<file path="config.mk">
export PLATFORM = sky130hd
export DESIGN_NAME = byte_translate_delete_squeeze
export DESIGN_NICKNAME = d
export VERILOG_FILES = /design/src/rtl/bdts_pkg.sv /design/src/rtl/byte_translate_delete_squeeze.sv /design/src/rtl/bdts_cell.sv /design/src/rtl/bdts_emit.sv
export SDC_FILE = /design/constraint.sdc
export NUM_CORES = 1
export LEC_CHECK = 0
export BUFFER_PORTS_ARGS = -buffer_cell sky130_fd_sc_hd__buf_2
export CORE_MARGIN = 3
export CORE_UTILIZATION = 50
export CTS_BUF_LIST = sky130_fd_sc_hd__clkbuf_2
export CTS_CLUSTER_DIAMETER = 200
export CTS_CLUSTER_SIZE = 14
export DETAILED_ROUTE_END_ITERATION = 10
export PLACE_DENSITY = 0.69
export SYNTH_ARGS = -nofsm -noshare
export SYNTH_HDL_FRONTEND = slang
export SYNTH_HIERARCHICAL = 1
export SYNTH_SLANG_ARGS = --single-unit
</file>
<file path="constraint.sdc">
create_clock -name clock -period 2.2 [get_ports clock]
set_input_delay 0.22 -clock clock [delete_from_list [all_inputs] [get_ports clock]]
set_output_delay 0.22 -clock clock [all_outputs]
set_load 0.01 [all_outputs]
</file>
<file path="src/rtl/bdts_pkg.sv">
// shared types and constants for the byte translate/delete/squeeze filter
`default_nettype none
package bdts_pkg;

   localparam int MAX_SET_DEF = 16;
   localparam int CSR_W       = 64;
   localparam int CSR_IDX_W   = 3;
   localparam int LEN_W       = 5;

   localparam logic [1:0] MODE_TRANSLATE = 2'd0;
   localparam logic [1:0] MODE_DELETE    = 2'd1;
   localparam logic [1:0] MODE_SQUEEZE   = 2'd2;

   localparam logic [CSR_IDX_W-1:0] CSR_MODE      = 3'd0;
   localparam logic [CSR_IDX_W-1:0] CSR_SET_LEN   = 3'd1;
   localparam logic [CSR_IDX_W-1:0] CSR_FROM_LOW  = 3'd2;
   localparam logic [CSR_IDX_W-1:0] CSR_FROM_HIGH = 3'd3;
   localparam logic [CSR_IDX_W-1:0] CSR_TO_LOW    = 3'd4;
   localparam logic [CSR_IDX_W-1:0] CSR_TO_HIGH   = 3'd5;

   typedef struct packed {
      logic       valid;
      logic [7:0] data;
      logic       member;
   } item_type;

endpackage
`default_nettype wire

</file>
<file path="src/rtl/byte_translate_delete_squeeze.sv">
// top level: tr-style byte filter built as a chain of compare/replace cells
// a beat accepted passes through every cell register and then the output register before it shows on rsp
// throughput: one beat per cycle while rsp_stall does not hold the chain; each cell stage holds one beat in flight
// the whole chain holds while a result waits and rsp_stall is high
// reset clears the CSRs, cell stages, valid bits and the last emitted byte, but not the output byte register
// results come out in input order, zero or one per beat
`default_nettype none
module byte_translate_delete_squeeze #(
   parameter int MAX_SET = bdts_pkg::MAX_SET_DEF
) (
   input  wire logic                           clock,
   input  wire logic                           reset,
   input  wire logic                           req_valid,
   output logic                                req_stall,
   input  wire logic [7:0]                     req_in_byte,
   output logic                                rsp_valid,
   input  wire logic                           rsp_stall,
   output logic [7:0]                          rsp_out_byte,
   input  wire logic                           csr_we,
   input  wire logic [bdts_pkg::CSR_IDX_W-1:0] csr_index,
   input  wire logic [bdts_pkg::CSR_W-1:0]     csr_wdata
);
   import bdts_pkg::*;

   logic [1:0]       mode_ff;
   logic [LEN_W-1:0] set_len_ff;
   logic [CSR_W-1:0] from_low_ff, from_high_ff, to_low_ff, to_high_ff;
   logic [LEN_W-1:0] active_len;
   logic             advance;
   logic             translate;
   item_type         chain [MAX_SET+1];

   always_ff @(posedge clock) begin
      if (reset) begin
         mode_ff      <= MODE_TRANSLATE;
         set_len_ff   <= '0;
         from_low_ff  <= '0;
         from_high_ff <= '0;
         to_low_ff    <= '0;
         to_high_ff   <= '0;
      end else if (csr_we) begin
         case (csr_index)
            CSR_MODE:      mode_ff      <= csr_wdata[1:0];
            CSR_SET_LEN:   set_len_ff   <= csr_wdata[LEN_W-1:0];
            CSR_FROM_LOW:  from_low_ff  <= csr_wdata;
            CSR_FROM_HIGH: from_high_ff <= csr_wdata;
            CSR_TO_LOW:    to_low_ff    <= csr_wdata;
            CSR_TO_HIGH:   to_high_ff   <= csr_wdata;
            default: ;
         endcase
      end
   end

   assign active_len = (set_len_ff > LEN_W'(MAX_SET)) ? LEN_W'(MAX_SET) : set_len_ff;
   assign translate  = (mode_ff == MODE_TRANSLATE);
   assign req_stall  = !advance;

   always_comb begin
      chain[0].valid  = req_valid;
      chain[0].data   = req_in_byte;
      chain[0].member = (req_in_byte == 8'd0);
   end

   for (genvar i = 0; i < MAX_SET; i++) begin : g_cell
      logic [7:0] from_char, to_char;
      if (i < 8) begin : g_low
         assign from_char = from_low_ff[8*i +: 8];
         assign to_char   = to_low_ff[8*i +: 8];
      end else begin : g_high
         assign from_char = from_high_ff[8*(i-8) +: 8];
         assign to_char   = to_high_ff[8*(i-8) +: 8];
      end

      bdts_cell u_cell (
         .clock     (clock),
         .reset     (reset),
         .advance   (advance),
         .enable    (LEN_W'(i) < active_len),
         .translate (translate),
         .from_char (from_char),
         .to_char   (to_char),
         .item_in   (chain[i]),
         .item_out  (chain[i+1])
      );
   end

   bdts_emit u_emit (
      .clock        (clock),
      .reset        (reset),
      .mode         (mode_ff),
      .item_in      (chain[MAX_SET]),
      .advance      (advance),
      .rsp_valid    (rsp_valid),
      .rsp_stall    (rsp_stall),
      .rsp_out_byte (rsp_out_byte)
   );

endmodule
`default_nettype wire

</file>
<file path="src/rtl/bdts_cell.sv">
// one compare/replace cell of the filter chain, holding one in-flight beat
`default_nettype none
module bdts_cell (
   input  wire logic              clock,
   input  wire logic              reset,
   input  wire logic              advance,
   input  wire logic              enable,
   input  wire logic              translate,
   input  wire logic [7:0]        from_char,
   input  wire logic [7:0]        to_char,
   input  wire bdts_pkg::item_type item_in,
   output bdts_pkg::item_type      item_out
);
   import bdts_pkg::*;

   item_type stage_ff, stage_in;
   logic     hit;

   always_comb begin
      hit      = enable && (item_in.data == from_char);
      stage_in = item_in;
      if (hit && translate) begin
         stage_in.data = to_char;
      end
      stage_in.member = item_in.member | hit;
   end

   always_ff @(posedge clock) begin
      if (reset) begin
         stage_ff <= '0;
      end else if (advance) begin
         stage_ff <= stage_in;
      end
   end

   assign item_out = stage_ff;

endmodule
`default_nettype wire

</file>
<file path="src/rtl/bdts_emit.sv">
// end of chain: delete/squeeze decision, last emitted byte and output register
`default_nettype none
module bdts_emit (
   input  wire logic               clock,
   input  wire logic               reset,
   input  wire logic [1:0]         mode,
   input  wire bdts_pkg::item_type item_in,
   output logic                    advance,
   output logic                    rsp_valid,
   input  wire logic               rsp_stall,
   output logic [7:0]              rsp_out_byte
);
   import bdts_pkg::*;

   logic       out_valid_ff, out_valid_in;
   logic [7:0] out_byte_ff, out_byte_in;
   logic [7:0] last_ff, last_in;
   logic       last_valid_ff, last_valid_in;
   logic       drop;

   assign advance = !out_valid_ff || !rsp_stall;

   always_comb begin
      case (mode)
         MODE_TRANSLATE: drop = 1'b0;
         MODE_DELETE:    drop = item_in.member;
         MODE_SQUEEZE:   drop = item_in.member && last_valid_ff && (last_ff == item_in.data);
         default:        drop = 1'b0;
      endcase
   end

   always_comb begin
      out_valid_in  = out_valid_ff;
      out_byte_in   = out_byte_ff;
      last_in       = last_ff;
      last_valid_in = last_valid_ff;
      if (advance) begin
         out_valid_in = item_in.valid && !drop;
         if (item_in.valid && !drop) begin
            out_byte_in   = item_in.data;
            last_in       = item_in.data;
            last_valid_in = 1'b1;
         end
      end
   end

   always_ff @(posedge clock) begin
      if (reset) begin
         out_valid_ff  <= 1'b0;
         last_valid_ff <= 1'b0;
         last_ff       <= '0;
      end else begin
         out_valid_ff  <= out_valid_in;
         last_valid_ff <= last_valid_in;
         last_ff       <= last_in;
      end
   end

   always_ff @(posedge clock) begin
      out_byte_ff <= out_byte_in;
   end

   assign rsp_valid    = out_valid_ff;
   assign rsp_out_byte = out_byte_ff;

   // a translate beat leaving the chain always yields a result
   a_translate_emits: assert property (@(posedge clock) disable iff (reset)
      (advance && item_in.valid && mode == MODE_TRANSLATE) |=> rsp_valid)
      else $error("translate beat produced no result");

   // a set member in delete mode never reaches the output
   a_delete_drops: assert property (@(posedge clock) disable iff (reset)
      (advance && item_in.valid && item_in.member && mode == MODE_DELETE) |=> !rsp_valid)
      else $error("deleted beat was emitted");

   // the held result is always the last emitted byte
   a_last_tracks: assert property (@(posedge clock) disable iff (reset)
      rsp_valid |-> (last_valid_ff && last_ff == rsp_out_byte))
      else $error("last emitted byte out of step with output");

endmodule
`default_nettype wire
</file>
==> qor.tcl <==
set qor(placeableCoreArea_sq_um) 40280
set qor(synth_enable_flop_cells) 8
set qor(die-area_sq_um) 43820
set qor(setup_repair_after_global_routing_missed_its_margin) {no}
set qor(worstHoldStart) {csr_wdata[26]}
set qor(clock_insertion_delay_worst_skew_ns) 0.93
set qor(setup_violations) 0
set qor(distinct_cells_synth) 47
set qor(syn_area_sq_um) 20670
set qor(grt_pass1_vias) 14735
set qor(critical_path.top_delay_family) {compound AO/OA/AOI/OAI gates}
set qor(chipHeight_um) 209.3
set qor(hold_path_class) {in2reg}
set qor(max-slew-margin-rel_pct) 37.82
set qor(postSynthRegisterBits) 441
set qor(hold_path_end) {from_low_ff[26]}
set qor(postLayoutCoreUtil_pct) 56.74
set qor(tritoncts) {built}
set qor(timing.rr.start) {set_len_ff[2]}
set qor(layout_worst_path_cycle_share_pct) 93.38
set qor(reg2regPathDepth) 6
set qor(cp-end-kind) {flop}
set qor(slew_violations) 0
set qor(detailedRoute.firstIterationViolations) 756
set qor(timing.fmax_ghz) 0.4868
set qor(finish.net_count) 2237
set qor(drtAntennaViolNets) 0
set qor(tightestPinTransition_ns) 0.9297
set qor(worstPathBufferInverterCount) 1
set qor(synth_top_flop_cell) {dfxtp_1}
set qor(synth_warnings) 6
set qor(synth-seq-area-share_pct) 43.09
set qor(maximum_number_of_pins_on_one_net_before_global_route_repair) 87
set qor(fraction_of_layout_instances_using_a_drive_strength_above_1_pct) 13.02
set qor(fin_worst_skew_ns) 0.05584
set qor(worstSetupPathDepth) 6
set qor(power_density_over_the_cells_nw_per_um2) 548.9
set qor(cpMaxStageDelayCell) {dfxtp_2}
set qor(drc) 0
set qor(finalCriticalPeriod_ns) 2.054
set qor(numCtsBuffers) 37
set qor(port-buffer-count) 89
set qor(grt_pass1_wl_mm) 81.61
set qor(clockBufferDepth) 3
set qor(cts.htree.levels) 2
set qor(count_of_placed_standard_cells_including_taps) 2550
set qor(first_pass_iters) 5
set qor(clk_pin_slew_ns) 0.25
set qor(setup.worst_path.class) {reg2reg}
set qor(start_util_pct) 51.32
set qor(cts-root-buf) {clkbuf_2}
set qor(global_route_usage_sum_pct) 22.69
set qor(commonest_non_fill_non_tap_cell_in_the_layout) {dfxtp_1}
set qor(final_non_filler_cell_total) 2685
set qor(irDropWorstVdd_mv) 0.3874
set qor(place.gp.congestion) 0.8386
set qor(r2r-end) {g_cell[14].u_cell/item_out[5]}
set qor(arrival_ns) 2.88
set qor(antenna_found_initial) 1
set qor(hold_path_depth) 4
set qor(gr-total-overflow) 0
set qor(wl_mm) 50.17
set qor(via_per_inst) 5.441
set qor(status) {complete, no violations}
set qor(cts_sinks) 441
set qor(chipWidth_um) 209.3
set qor(critical-path-max-stage-delay_ns) 0.51
set qor(reg2reg_setup_slack_ns) 0.15
set qor(drt-wirelength-per-cell_um) 18.69
set qor(p_leak_nw) 9.395
set qor(vias) 14609
set qor(crit_path_cell_trace) {a41o_1, o2111ai_1, nor4_4, buf_4, mux2i_1, a211oi_1}
set qor(synth.net_count) 2075
set qor(timing.final.hold_violations) 0
set qor(syn-instance-count) 1993
set qor(rows) 73
set qor(ys_async_sr_fraction_pct) 0
set qor(setup.worst_path.start_class) {flop}
set qor(max_cap_check_violation_count) 0
set qor(crit_required_ns) 3.03
set qor(syn_area_per_cell_sq_um) 10.37
set qor(design.portCount) 90
set qor(layout.cells.most_common_list) {dfxtp_1 (428), mux2i_1 (415), nand2b_1 (361), nor2_1 (165), a211oi_1 (128)}
set qor(cp_max_fo) 12
set qor(area_added_between_synthesis_and_finish_pct) 10.55
set qor(dpl.hpwl_mm) 33.81
## registers in the layout, indices dropped and copies added (netlist names)
signal / flops
from_low_ff: 64
mode_ff: 2
g_cell.u_cell/item_out: 160
u_emit/last_ff: 8
u_emit/last_valid_ff: 1
from_high_ff: 64
to_low_ff: 64
to_high_ff: 64
u_emit/rsp_valid: 1
set_len_ff: 5
u_emit/rsp_out_byte: 8
## area by class of cell
class / instances / area [sq um]
diodes: 1 / 2.502
clock buffers: 41 / 205.2
clock inverters: 2 / 12.51
fillers: 3539 / 17430
inverters: 37 / 138.9
multi-input cells: 1393 / 10780
flip-flops and latches: 441 / 8917
well taps: 525 / 656.9
repair buffers: 245 / 2140
## logic make-up after synthesis
group,Yosys count,synth area share [%]
AOI/OAI and AO/OA,173,6.579
muxes,415,20.09
adders and majority gates,2,0.1210
DFF,441,43.09
buffers and inverters,159,5.054
and+or+nand+nor,731,22.01
xor gates and xnor gates,72,3.051
## layer usage
metal	wire length [um]	up-vias	GRT usage, %
met3	1474	59	2.257
met1	23490	7132	31.23
met4	833	0	4.642
met2	24370	192	38.96
li1	-	7226	-
met5	0	-	0
## through the flow
step            TNS, ns  hold WS [ns]  worst slack [ns]  total power [mW]  instance area [sq um]
5_1_grt               0       0.09904           0.02030             13.06                  22850
3_3_place_gp          0        0.4544           0.02129             9.515                  21640
3_5_place_dp   -0.02306        0.4617          -0.01815             9.541                  21640
2_1_floorplan         0        0.3672            0.1640             9.167                  20670
6_report              0        0.1631            0.1456             12.54                  22850
4_1_cts        -0.02879       0.04234          -0.02879             12.66                  22800
## worst reg2reg max path: cells and delay by family, from the launching register on
family | cells | cell delay (ns)
buffers and inverters | 1 | 0.19
flip-flops | 1 | 0.51
AO/OA/AOI/OAI | 3 | 0.66
multiplexers | 1 | 0.27
AND/OR/NAND/NOR | 1 | 0.32
## synthesized netlist by cell type (2+ instances only)
cell type,count,area (sq um)
nand4b_1,3,26.28
nor2_1,166,623.1
xnor2_1,64,560.5
o21ai_0,3,15.01
clkbuf_1,43,161.4
buf_12,3,60.06
a211oi_1,128,960.9
dlygate4sd1_1,16,140.1
nor4_4,16,340.3
inv_1,21,78.83
nand4bb_1,3,33.78
xor2_1,8,70.07
nor2b_1,16,100.1
mux2i_1,415,4154
nor3_1,18,90.09
clkbuf_8,16,220.2
a221o_1,16,160.2
nand2b_1,361,2258
nand4_2,16,200.2
nand2_1,11,41.29
nand3_1,34,170.2
nor3b_1,16,120.1
dfxtp_1,433,8668
buf_2,4,20.02
o2111ai_1,16,140.1
nor4_1,16,100.1
or4_1,2,15.01
ha_1,2,25.02
buf_4,39,292.8
a21o_1,2,15.01
inv_2,16,60.06
or2b_2,16,140.1
edfxtp_1,8,240.2
or2b_1,33,247.7
## power by group
group / switching, mW / total, mW / internal (mW)
Sequential: 0.114 / 8.29 / 8.18
Clock: 2.54 / 3.04 / 0.493
Combinational: 0.621 / 1.21 / 0.594
## what timing repair did
item,in CTS,in global routing
setup endpoints to repair,9,71
gates cloned,2,1
buffers inserted,0,3
resized for setup,4,5
endpoints found under the hold margin,399,0
pin swaps,0,1
hold buffers,85,0
## how the worst max path moves through the flow
stage | from | endpoint | slack, ns
after floorplan | set_len_ff[1] | g_cell[10].u_cell/item_out[1] | 0.16
after global placement | set_len_ff[3] | g_cell[0].u_cell/item_out[5] | 0.02
after detailed placement | set_len_ff[3] | g_cell[0].u_cell/item_out[1] | -0.02
after CTS | u_emit/rsp_valid | req_stall | -0.03
after global routing | set_len_ff[0] | g_cell[12].u_cell/item_out[3] | 0.02
final | set_len_ff[2] | g_cell[14].u_cell/item_out[5] | 0.15
No activity file was read; power rests on OpenSTA's default activity.
